$ cat src/safp_pkg.sv
`default_nettype none
// ----------------------------------------------------------------------------
// safp_pkg
// Shared types and constants for the servo angle frame parser.
// ----------------------------------------------------------------------------
package safp_pkg;

  localparam int unsigned QUEUE_DEPTH = 4;

  localparam int unsigned ADDR_W = 5;
  localparam int unsigned DATA_W = 32;

  localparam int unsigned BYTE_W  = 8;
  localparam int unsigned VALUE_W = 16;
  localparam int unsigned ANGLE_W = 10;
  localparam int unsigned MISS_W  = 9;
  localparam logic [MISS_W-1:0] MISS_CAP = 9'd256;

  // angle = value * ANGLE_SPAN / FULL_SCALE, reduced to value * 9 / 880
  localparam int unsigned ANGLE_SPAN  = 180;
  localparam int unsigned FULL_SCALE  = 17600;
  localparam int unsigned SCALE_GCD   = 20;
  localparam int unsigned SPAN_NUM    = ANGLE_SPAN / SCALE_GCD;
  localparam int unsigned SPAN_DEN    = FULL_SCALE / SCALE_GCD;
  localparam int unsigned NUM_W       = 20;
  localparam int unsigned SCALE_SHIFT = 30;
  localparam int unsigned MULT_W      = 21;
  localparam int unsigned PROD_W      = NUM_W + MULT_W;
  localparam longint unsigned SCALE_MULT =
    ((64'd1 << SCALE_SHIFT) + SPAN_DEN - 1) / SPAN_DEN;

  localparam logic [BYTE_W-1:0] RST_START_MARKER    = 8'd0;
  localparam logic [BYTE_W-1:0] RST_TAG_SERVO0      = 8'd1;
  localparam logic [BYTE_W-1:0] RST_TAG_SERVO1      = 8'd2;
  localparam logic [BYTE_W-1:0] RST_TAG_SERVO2      = 8'd3;
  localparam logic [BYTE_W-1:0] RST_END_MARKER      = 8'd255;
  localparam logic [BYTE_W-1:0] RST_SYNC_FAIL_LIMIT = 8'd100;

  localparam logic [1:0] LAST_SLOT = 2'd2;

  typedef enum logic [1:0] {
    KIND_ANGLE     = 2'd0,
    KIND_FRAME_OK  = 2'd1,
    KIND_BAD_END   = 2'd2,
    KIND_SYNC_LOST = 2'd3
  } kind_t;

  typedef enum logic [2:0] {
    PH_HUNT = 3'd0,
    PH_TAG  = 3'd1,
    PH_HIGH = 3'd2,
    PH_LOW  = 3'd3,
    PH_END  = 3'd4
  } phase_t;

  typedef enum logic [2:0] {
    REG_START_MARKER    = 3'd0,
    REG_TAG_SERVO0      = 3'd1,
    REG_TAG_SERVO1      = 3'd2,
    REG_TAG_SERVO2      = 3'd3,
    REG_END_MARKER      = 3'd4,
    REG_SYNC_FAIL_LIMIT = 3'd5
  } reg_index_t;

  typedef struct packed {
    logic [BYTE_W-1:0] start_marker;
    logic [BYTE_W-1:0] tag_servo0;
    logic [BYTE_W-1:0] tag_servo1;
    logic [BYTE_W-1:0] tag_servo2;
    logic [BYTE_W-1:0] end_marker;
    logic [BYTE_W-1:0] sync_fail_limit;
  } cfg_t;

  typedef struct packed {
    kind_t              kind;
    logic [1:0]         servo_index;
    logic [VALUE_W-1:0] value;
  } mid_word_t;

endpackage
`default_nettype wire

$ cat src/safp_front.sv
`default_nettype none
// ----------------------------------------------------------------------------
// safp_front
// Byte parser: hunts for the start marker, walks the tag slots and emits
// one word per event into the middle queue.
// ----------------------------------------------------------------------------
module safp_front (
  input  wire logic                        clk,
  input  wire logic                        rst,
  input  wire logic                        push,
  input  wire logic [safp_pkg::BYTE_W-1:0] rx_byte,
  input  wire safp_pkg::cfg_t              cfg,
  input  wire logic                        q_full,
  output logic                             q_push,
  output safp_pkg::mid_word_t              q_word
);

  safp_pkg::phase_t                 phase;
  safp_pkg::phase_t                 phase_next;
  logic [1:0]                       slot;
  logic [1:0]                       slot_next;
  logic [safp_pkg::BYTE_W-1:0]      high_byte;
  logic [safp_pkg::BYTE_W-1:0]      high_byte_next;
  logic [safp_pkg::MISS_W-1:0]      miss_count;
  logic [safp_pkg::MISS_W-1:0]      miss_count_next;

  logic                             accept;
  logic [safp_pkg::BYTE_W-1:0]      slot_tag;
  logic [safp_pkg::MISS_W-1:0]      miss_inc;
  logic                             sync_lost;
  logic                             is_start;

  assign accept   = push & ~q_full;
  assign is_start = (rx_byte == cfg.start_marker);
  assign miss_inc = (miss_count == safp_pkg::MISS_CAP) ? miss_count
                                                       : miss_count + 1'b1;
  assign sync_lost = miss_inc > {1'b0, cfg.sync_fail_limit};

  always_comb begin
    case (slot)
      2'd0:    slot_tag = cfg.tag_servo0;
      2'd1:    slot_tag = cfg.tag_servo1;
      default: slot_tag = cfg.tag_servo2;
    endcase
  end

  // next state
  always_comb begin
    phase_next      = phase;
    slot_next       = slot;
    high_byte_next  = high_byte;
    miss_count_next = miss_count;
    if (accept) begin
      unique case (phase)
        safp_pkg::PH_TAG: begin
          if (rx_byte == slot_tag) begin
            phase_next = safp_pkg::PH_HIGH;
          end else if (slot >= safp_pkg::LAST_SLOT) begin
            phase_next = safp_pkg::PH_END;
          end else begin
            slot_next  = slot + 1'b1;
            phase_next = safp_pkg::PH_TAG;
          end
        end
        safp_pkg::PH_HIGH: begin
          high_byte_next = rx_byte;
          phase_next     = safp_pkg::PH_LOW;
        end
        safp_pkg::PH_LOW: begin
          if (slot >= safp_pkg::LAST_SLOT) begin
            phase_next = safp_pkg::PH_END;
          end else begin
            slot_next  = slot + 1'b1;
            phase_next = safp_pkg::PH_TAG;
          end
        end
        safp_pkg::PH_END: begin
          phase_next = safp_pkg::PH_HUNT;
          slot_next  = 2'd0;
        end
        default: begin
          phase_next = safp_pkg::PH_HUNT;
          if (is_start) begin
            miss_count_next = '0;
            slot_next       = 2'd0;
            phase_next      = safp_pkg::PH_TAG;
          end else begin
            miss_count_next = miss_inc;
          end
        end
      endcase
    end
  end

  // outputs
  always_comb begin
    q_push             = 1'b0;
    q_word.kind        = safp_pkg::KIND_ANGLE;
    q_word.servo_index = 2'd0;
    q_word.value       = '0;
    if (accept) begin
      unique case (phase) inside
        safp_pkg::PH_TAG, safp_pkg::PH_HIGH: begin
          q_push = 1'b0;
        end
        safp_pkg::PH_LOW: begin
          q_push             = 1'b1;
          q_word.servo_index = slot;
          q_word.value       = {high_byte, rx_byte};
        end
        safp_pkg::PH_END: begin
          q_push      = 1'b1;
          q_word.kind = (rx_byte == cfg.end_marker) ? safp_pkg::KIND_FRAME_OK
                                                    : safp_pkg::KIND_BAD_END;
        end
        default: begin
          q_push      = ~is_start & sync_lost;
          q_word.kind = safp_pkg::KIND_SYNC_LOST;
        end
      endcase
    end
  end

  always_ff @(posedge clk) begin
    if (rst) begin
      phase      <= safp_pkg::PH_HUNT;
      slot       <= 2'd0;
      high_byte  <= '0;
      miss_count <= '0;
    end else begin
      phase      <= phase_next;
      slot       <= slot_next;
      high_byte  <= high_byte_next;
      miss_count <= miss_count_next;
    end
  end

endmodule
`default_nettype wire

$ cat src/safp_queue.sv
`default_nettype none
// ----------------------------------------------------------------------------
// safp_queue
// Short register queue that decouples the parser from the scaler.
// ----------------------------------------------------------------------------
module safp_queue #(
  parameter int unsigned DEPTH = safp_pkg::QUEUE_DEPTH
) (
  input  wire logic                clk,
  input  wire logic                rst,
  input  wire logic                wr_en,
  input  wire safp_pkg::mid_word_t wr_word,
  output logic                     full,
  input  wire logic                rd_en,
  output safp_pkg::mid_word_t      rd_word,
  output logic                     not_empty
);

  localparam int unsigned AW = $clog2(DEPTH);
  localparam int unsigned CW = $clog2(DEPTH + 1);

  safp_pkg::mid_word_t entries [DEPTH];
  logic [AW-1:0]       wr_ptr;
  logic [AW-1:0]       rd_ptr;
  logic [CW-1:0]       count;
  logic                do_wr;
  logic                do_rd;

  assign full      = (count == CW'(DEPTH));
  assign not_empty = (count != '0);
  assign do_wr     = wr_en & ~full;
  assign do_rd     = rd_en & not_empty;
  assign rd_word   = entries[rd_ptr];

  always_ff @(posedge clk) begin
    if (do_wr) begin
      entries[wr_ptr] <= wr_word;
    end
  end

  always_ff @(posedge clk) begin
    if (rst) begin
      wr_ptr <= '0;
      rd_ptr <= '0;
      count  <= '0;
    end else begin
      if (do_wr) begin
        wr_ptr <= (wr_ptr == AW'(DEPTH - 1)) ? '0 : wr_ptr + 1'b1;
      end
      if (do_rd) begin
        rd_ptr <= (rd_ptr == AW'(DEPTH - 1)) ? '0 : rd_ptr + 1'b1;
      end
      if (do_wr & ~do_rd) begin
        count <= count + 1'b1;
      end else if (do_rd & ~do_wr) begin
        count <= count - 1'b1;
      end
    end
  end

endmodule
`default_nettype wire

$ cat src/safp_back.sv
`default_nettype none
// ----------------------------------------------------------------------------
// safp_back
// Scaler and output register: value * 9 / 880 by reciprocal multiply,
// then a result word held until popped.
// ----------------------------------------------------------------------------
module safp_back (
  input  wire logic                         clk,
  input  wire logic                         rst,
  input  wire logic                         q_valid,
  input  wire safp_pkg::mid_word_t          q_word,
  output logic                              q_pop,
  output logic                              empty,
  input  wire logic                         pop,
  output logic [1:0]                        kind,
  output logic [1:0]                        servo_index,
  output logic [safp_pkg::ANGLE_W-1:0]      angle
);

  logic                           s1_valid;
  safp_pkg::kind_t                s1_kind;
  logic [1:0]                     s1_index;
  logic [safp_pkg::PROD_W-1:0]    s1_prod;
  logic                           out_valid;
  logic                           out_load;
  logic                           s1_load;
  logic [safp_pkg::NUM_W-1:0]     scaled_num;
  logic [safp_pkg::PROD_W-1:0]    prod;

  assign out_load = s1_valid & (~out_valid | pop);
  assign s1_load  = q_valid & (~s1_valid | out_load);
  assign q_pop    = s1_load;
  assign empty    = ~out_valid;

  assign scaled_num = safp_pkg::NUM_W'(q_word.value) *
                      safp_pkg::NUM_W'(safp_pkg::SPAN_NUM);
  assign prod       = safp_pkg::PROD_W'(scaled_num) *
                      safp_pkg::PROD_W'(safp_pkg::SCALE_MULT);

  always_ff @(posedge clk) begin
    if (s1_load) begin
      s1_kind  <= q_word.kind;
      s1_index <= q_word.servo_index;
      s1_prod  <= prod;
    end
    if (out_load) begin
      kind        <= s1_kind;
      servo_index <= s1_index;
      angle       <= s1_prod[safp_pkg::SCALE_SHIFT +: safp_pkg::ANGLE_W];
    end
  end

  always_ff @(posedge clk) begin
    if (rst) begin
      s1_valid  <= 1'b0;
      out_valid <= 1'b0;
    end else begin
      if (s1_load) begin
        s1_valid <= 1'b1;
      end else if (out_load) begin
        s1_valid <= 1'b0;
      end
      if (out_load) begin
        out_valid <= 1'b1;
      end else if (pop) begin
        out_valid <= 1'b0;
      end
    end
  end

endmodule
`default_nettype wire

$ cat src/servo_angle_frame_parser_top.sv
// Path: a result word passes through the middle queue, the multiply stage
// and the output register before it reaches the outputs.
// Throughput: one byte per cycle unless full; the scaler takes one word per
// cycle unless held. full rises only when the middle queue is full under
// output back-pressure. Reset: synchronous, active high; the parser returns
// to hunting, the queue empties, configuration registers return to defaults.
`default_nettype none
// ----------------------------------------------------------------------------
// servo_angle_frame_parser_top
// Servo angle frame parser: byte parser, middle queue, scaler, APB registers.
// ----------------------------------------------------------------------------
module servo_angle_frame_parser_top #(
  parameter int unsigned QUEUE_DEPTH = safp_pkg::QUEUE_DEPTH
) (
  input  wire logic                        clk,
  input  wire logic                        rst,
  input  wire logic                        push,
  output logic                             full,
  input  wire logic [safp_pkg::BYTE_W-1:0] rx_byte,
  output logic                             empty,
  input  wire logic                        pop,
  output logic [1:0]                       kind,
  output logic [1:0]                       servo_index,
  output logic [safp_pkg::ANGLE_W-1:0]     angle,
  input  wire logic                        psel,
  input  wire logic                        penable,
  input  wire logic                        pwrite,
  input  wire logic [safp_pkg::ADDR_W-1:0] paddr,
  input  wire logic [safp_pkg::DATA_W-1:0] pwdata,
  output logic [safp_pkg::DATA_W-1:0]      prdata,
  output logic                             pready
);

  safp_pkg::cfg_t       cfg;
  safp_pkg::reg_index_t reg_sel;
  logic                 cfg_wr;
  logic                 mid_push;
  safp_pkg::mid_word_t  mid_wr_word;
  logic                 mid_pop;
  safp_pkg::mid_word_t  mid_rd_word;
  logic                 mid_valid;

  assign pready  = 1'b1;
  assign cfg_wr  = psel & penable & pwrite & pready;
  assign reg_sel = safp_pkg::reg_index_t'(paddr[safp_pkg::ADDR_W-1:2]);

  always_ff @(posedge clk) begin
    if (rst) begin
      cfg.start_marker    <= safp_pkg::RST_START_MARKER;
      cfg.tag_servo0      <= safp_pkg::RST_TAG_SERVO0;
      cfg.tag_servo1      <= safp_pkg::RST_TAG_SERVO1;
      cfg.tag_servo2      <= safp_pkg::RST_TAG_SERVO2;
      cfg.end_marker      <= safp_pkg::RST_END_MARKER;
      cfg.sync_fail_limit <= safp_pkg::RST_SYNC_FAIL_LIMIT;
    end else if (cfg_wr) begin
      unique case (reg_sel)
        safp_pkg::REG_START_MARKER:    cfg.start_marker    <= pwdata[7:0];
        safp_pkg::REG_TAG_SERVO0:      cfg.tag_servo0      <= pwdata[7:0];
        safp_pkg::REG_TAG_SERVO1:      cfg.tag_servo1      <= pwdata[7:0];
        safp_pkg::REG_TAG_SERVO2:      cfg.tag_servo2      <= pwdata[7:0];
        safp_pkg::REG_END_MARKER:      cfg.end_marker      <= pwdata[7:0];
        safp_pkg::REG_SYNC_FAIL_LIMIT: cfg.sync_fail_limit <= pwdata[7:0];
        default: ;
      endcase
    end
  end

  always_comb begin
    unique case (reg_sel)
      safp_pkg::REG_START_MARKER:    prdata = {24'd0, cfg.start_marker};
      safp_pkg::REG_TAG_SERVO0:      prdata = {24'd0, cfg.tag_servo0};
      safp_pkg::REG_TAG_SERVO1:      prdata = {24'd0, cfg.tag_servo1};
      safp_pkg::REG_TAG_SERVO2:      prdata = {24'd0, cfg.tag_servo2};
      safp_pkg::REG_END_MARKER:      prdata = {24'd0, cfg.end_marker};
      safp_pkg::REG_SYNC_FAIL_LIMIT: prdata = {24'd0, cfg.sync_fail_limit};
      default:                       prdata = '0;
    endcase
  end

  safp_front u_front (
    .clk     (clk),
    .rst     (rst),
    .push    (push),
    .rx_byte (rx_byte),
    .cfg     (cfg),
    .q_full  (full),
    .q_push  (mid_push),
    .q_word  (mid_wr_word)
  );

  safp_queue #(
    .DEPTH (QUEUE_DEPTH)
  ) u_queue (
    .clk       (clk),
    .rst       (rst),
    .wr_en     (mid_push),
    .wr_word   (mid_wr_word),
    .full      (full),
    .rd_en     (mid_pop),
    .rd_word   (mid_rd_word),
    .not_empty (mid_valid)
  );

  safp_back u_back (
    .clk         (clk),
    .rst         (rst),
    .q_valid     (mid_valid),
    .q_word      (mid_rd_word),
    .q_pop       (mid_pop),
    .empty       (empty),
    .pop         (pop),
    .kind        (kind),
    .servo_index (servo_index),
    .angle       (angle)
  );

  a_angle_range : assert property (@(posedge clk) disable iff (rst)
    !empty |-> angle <= 10'd670)
    else $error("angle out of range");

  a_status_clean : assert property (@(posedge clk) disable iff (rst)
    (!empty && kind != safp_pkg::KIND_ANGLE) |-> (servo_index == 2'd0 && angle == '0))
    else $error("status word carries servo data");

  a_servo_index : assert property (@(posedge clk) disable iff (rst)
    (!empty && kind == safp_pkg::KIND_ANGLE) |-> servo_index <= safp_pkg::LAST_SLOT)
    else $error("servo index out of range");

  a_no_push_full : assert property (@(posedge clk) disable iff (rst)
    full |-> !mid_push)
    else $error("parser wrote into a full queue");

endmodule
`default_nettype wire

$ cat config.mk
export PLATFORM = sky130hd
export DESIGN_NAME = servo_angle_frame_parser_top
export DESIGN_NICKNAME = d
export VERILOG_FILES = /design/src/safp_pkg.sv /design/src/safp_front.sv /design/src/safp_queue.sv /design/src/safp_back.sv /design/src/servo_angle_frame_parser_top.sv
export SDC_FILE = /design/constraint.sdc
export NUM_CORES = 1
export LEC_CHECK = 0
export ABC_AREA = 0
export BUFFER_PORTS_ARGS = -buffer_cell sky130_fd_sc_hd__buf_2
export CAP_MARGIN = 20
export CORE_MARGIN = 8
export CORE_UTILIZATION = 41
export CTS_CLUSTER_SIZE = 12
export DETAILED_ROUTE_END_ITERATION = 8
export HOLD_SLACK_MARGIN = 0.1
export REMOVE_ABC_BUFFERS = 1
export SYNTH_ARGS = -nofsm -noshare
export SYNTH_HDL_FRONTEND = slang
export SYNTH_HIERARCHICAL = 1
export SYNTH_SLANG_ARGS = --single-unit
$ cat constraint.sdc
create_clock -name clk -period 15.71 [get_ports clk]
set_input_delay 3.142 -clock clk [delete_from_list [all_inputs] [get_ports clk]]
set_output_delay 3.142 -clock clk [all_outputs]
set_load 0.05 [all_outputs]
==> flow_summary_export.csv <==
group,metric,value,unit
clock_network,post_cts.resized_instances,0,
sta,final.setup.tns,0,ns
clock_network,clockBufferDepth,2,
yosys,syn-mean-instance-area,10.7,sq um
sta,final_max_slew_viol_count,0,
worst_setup_path,timing_worst_setup_path_type,"flip-flop to flip-flop",
place,gp_routability_congestion,0.871,
yosys,ys_seq_elements,189,
worst_setup_path,worstSetupEndpointType,"flip-flop",
clock_network,worstSkewPairLatency,0.43,ns
clock_network,clock_tree_from_tritoncts,"built",
floorplan,die_width,210,um
sta,worstMarginPinSlew,1.03,ns
clock_network,h_tree_lvls,4,
clock_network,post-cts-setup-buffers,0,
sta,setup_repair_after_global_routing_missed_its_margin,"false",
yosys,synth_async_sr_flop_share,0,
global_route,largest_net_degree_at_the_start_of_global_routing,85,
hold_path,timing.hold.worst.class,"flip-flop to flip-flop",
drt,drcViolationCount,0,
sta,layout_min_cycle_time,9.30,ns
yosys,yosysWarnings,6,
drt,firstDrtPassIters,5,
drt,drt.antenna.violating_nets,0,
yosys,yosys.cell_types.count,82,
clock_network,cts_inserted_buffers,17,
drt,vias,10096,
floorplan,fp-row-count,71,
power_and_ir_drop,leakagePower,7.95,nW
global_route,grt_antenna_before_repair,1,
drt,avgViaCountPerCell,5.14,
global_route,first_global_vias,10614,
yosys,seq_area_frac_synth,0.316,
drt,totalWireLength,32500,um
floorplan,die_h,210,um
yosys,synth_top_cells_by_area,"edfxtp_1 (21%), ha_1 (17%), fa_1 (12%)",
yosys,synthCells,1440,
floorplan,floorplan.die_area,44000,sq um
finish,final_nets,1838,
finish,num_antenna_cells,0,
worst_setup_path,critPathRequiredTime,15.88,ns
drt,drt_initial_violations,454,
place,placement.io_buffers,49,
finish,area_growth,7.82,%
run_status,status,"finished, final reports clean",
yosys,dominantRegCellSynth,"edfxtp_1",
global_route,total_routing_usage_gr,0.151,
global_route,grt_first_pass_wirelength,53900,um
yosys,top_area_cell_type_share_of_the_netlist_area,0.211,
sta,final.setup_skew,0.0135,ns
worst_setup_path,timing.critical_path.slowest_stage_cell,"mux4_2",
clock_network,cts.reportedPaths.clkPinSlew,0.07,ns
sta,timing.final.setup_violations,0,
worst_setup_path,r2r_setup_slack,6.41,ns
power_and_ir_drop,power-per-cell-area,60.1,nW/um^2
sta,final_hold_vios,0,
floorplan,coreArea,37300,sq um
floorplan,ios,101,
drt,drt-wirelength-per-cell,16.5,um
global_route,grt_overflow,0,
floorplan,initial_utilization,0.412,
finish,fill_cells,3558,
power_and_ir_drop,vdd_ir_drop_max,0.0686,mV
worst_setup_path,critical_path.max_stage_delay,0.72,ns
flow_run,maxCapViolCount,0,
yosys,post_synth_instance_area,15400,sq um
worst_setup_path,r2r_cells,29,
clock_network,clk_root_buffer_cell,"clkbuf_16",
finish,layout-drive-gt1-share,0.107,
sta,maxSlewHeadroom,0.305,
worst_setup_path,start_kind,"flip-flop",
sta,timing.fmax,0.108,GHz
worst_setup_path,crit_path_end,"u_back/s1_prod[37]",
finish,layout_utilization,0.445,
worst_setup_path,regToRegEndpoint,"u_back/s1_prod[37]",
place,detailed_place_hpwl,25300,um
clock_network,cts_hold_buf,0,
clock_network,clock_sinks,189,
sta,final.period_utilization,0.592,
worst_setup_path,worstPathMaxFanout,20,
yosys,synth.largest_area_cell,"edfxtp_1",
worst_setup_path,worst_ep_arrival_time,9.47,ns
yosys,synth_edf_count,108,
cells by family (layout without fill, tap and decap cells):
group,after synthesis,in the layout,share of synthesized area
compound gates,207,207,0.0884
xor+xnor,89,89,0.0537
fa+ha+maj,310,310,0.298
buf+inv,282,311,0.0784
flops,189,189,0.316
mux,78,78,0.0701
other cells,2,25,0.000488
simple gates,283,283,0.0944
per-layer routing:
metal  track usage  vias to the layer above  wire [um]
met5             0                        -          9
met4        0.0425                        2        676
met2         0.278                      154      16500
met1         0.182                     4940      14400
li1              -                     4960          -
met3        0.0219                       40        966
sequential cells by signal, summed over array words and instances, names as in the netlist, 3 cells and up, named ones only:
signal and flops:
cfg 48, u_front/high_byte 8, u_queue/count 3, u_front/phase 3, u_back/s1_prod 10, u_front/miss_count 9
u_back/angle 10, u_queue/entries 80
worst max-delay path: cells and delay by family, from the launching register on:
family                   cells  cell delay [ns]
AO/OA/AOI/OAI                9             2.15
XOR/XNOR                     4             1.35
AND/OR/NAND/NOR              1             0.11
buffers and inverters        4             0.55
multiplexers                 1             0.72
adder cells (fa/ha/maj)     10             3.85
flip-flops                   1             0.31
placed cells by master, fill, tap and decap left out, drive strengths merged, types with 8 or more instances in the layout:
cell type,n
inv,223
ha,211
edfxtp,108
nor2,98
fa,96
dfxtp,81
o21ai,62
buf,62
a21oi,59
xnor2,56
mux2i,47
nand2,40
xor2,32
nand2b,28
nand3,26
conb,25
mux4,23
and2,19
a21o,19
clkbuf,19
nor2b,17
nand4,11
nor3,11
a22o,9
mux2,8
layout make-up:
type / count / area [sq um] / area share
well taps: 474 / 593 / 0.0357
inverters: 217 / 820 / 0.0494
repair buffers: 62 / 343 / 0.0207
flip-flops and latches: 189 / 4860 / 0.293
clock buffers: 19 / 443 / 0.0267
multi-input cells: 992 / 9400 / 0.567
clock inverters: 13 / 125 / 0.00754
Yosys cell counts, drive strengths merged (32+ instances only):
master	n
inv	216
ha	211
edfxtp	108
nor2	98
fa	96
dfxtp	81
o21ai	62
a21oi	59
xnor2	56
mux2i	47
buf	44
nand2	40
xor2	32
where the power goes:
| group | internal, mW | leakage (nW) | switching, mW |
|---|---|---|---|
| Combinational | 0.0145 | 6.02 | 0.0452 |
| Sequential | 0.519 | 1.64 | 0.00157 |
| Clock | 0.220 | 0.290 | 0.196 |
| Total | 0.754 | 7.95 | 0.243 |
worst min-delay path by stage:
| stage | endpoint | from | cells after the start |
|---|---|---|---|
| after floorplan | u_back/angle[0] | u_back/s1_prod[30] | 0 |
| after global placement | u_back/angle[9] | u_back/s1_prod[39] | 0 |
| after detailed placement | u_back/angle[0] | u_back/s1_prod[30] | 0 |
| after CTS | u_back/angle[7] | u_back/s1_prod[37] | 0 |
| after global routing | u_back/angle[3] | u_back/s1_prod[33] | 0 |
| final | u_back/angle[0] | u_back/s1_prod[30] | 0 |
metrics by stage:
step                instances  total power [mW]  hold slack (ns)  instance area [sq um]  setup slack [ns]
detailed placement       1933             0.591            0.407                  16000              6.36
floorplan                1398             0.569            0.400                  15100              6.80
global placement         1933             0.590            0.404                  16000              6.34
CTS                      1965              1.01            0.424                  16600              6.30
finish                   1966             0.997            0.422                  16600              6.41
global route             1966              1.03            0.428                  16600              5.87
No activity file was read; power rests on OpenSTA's default activity.
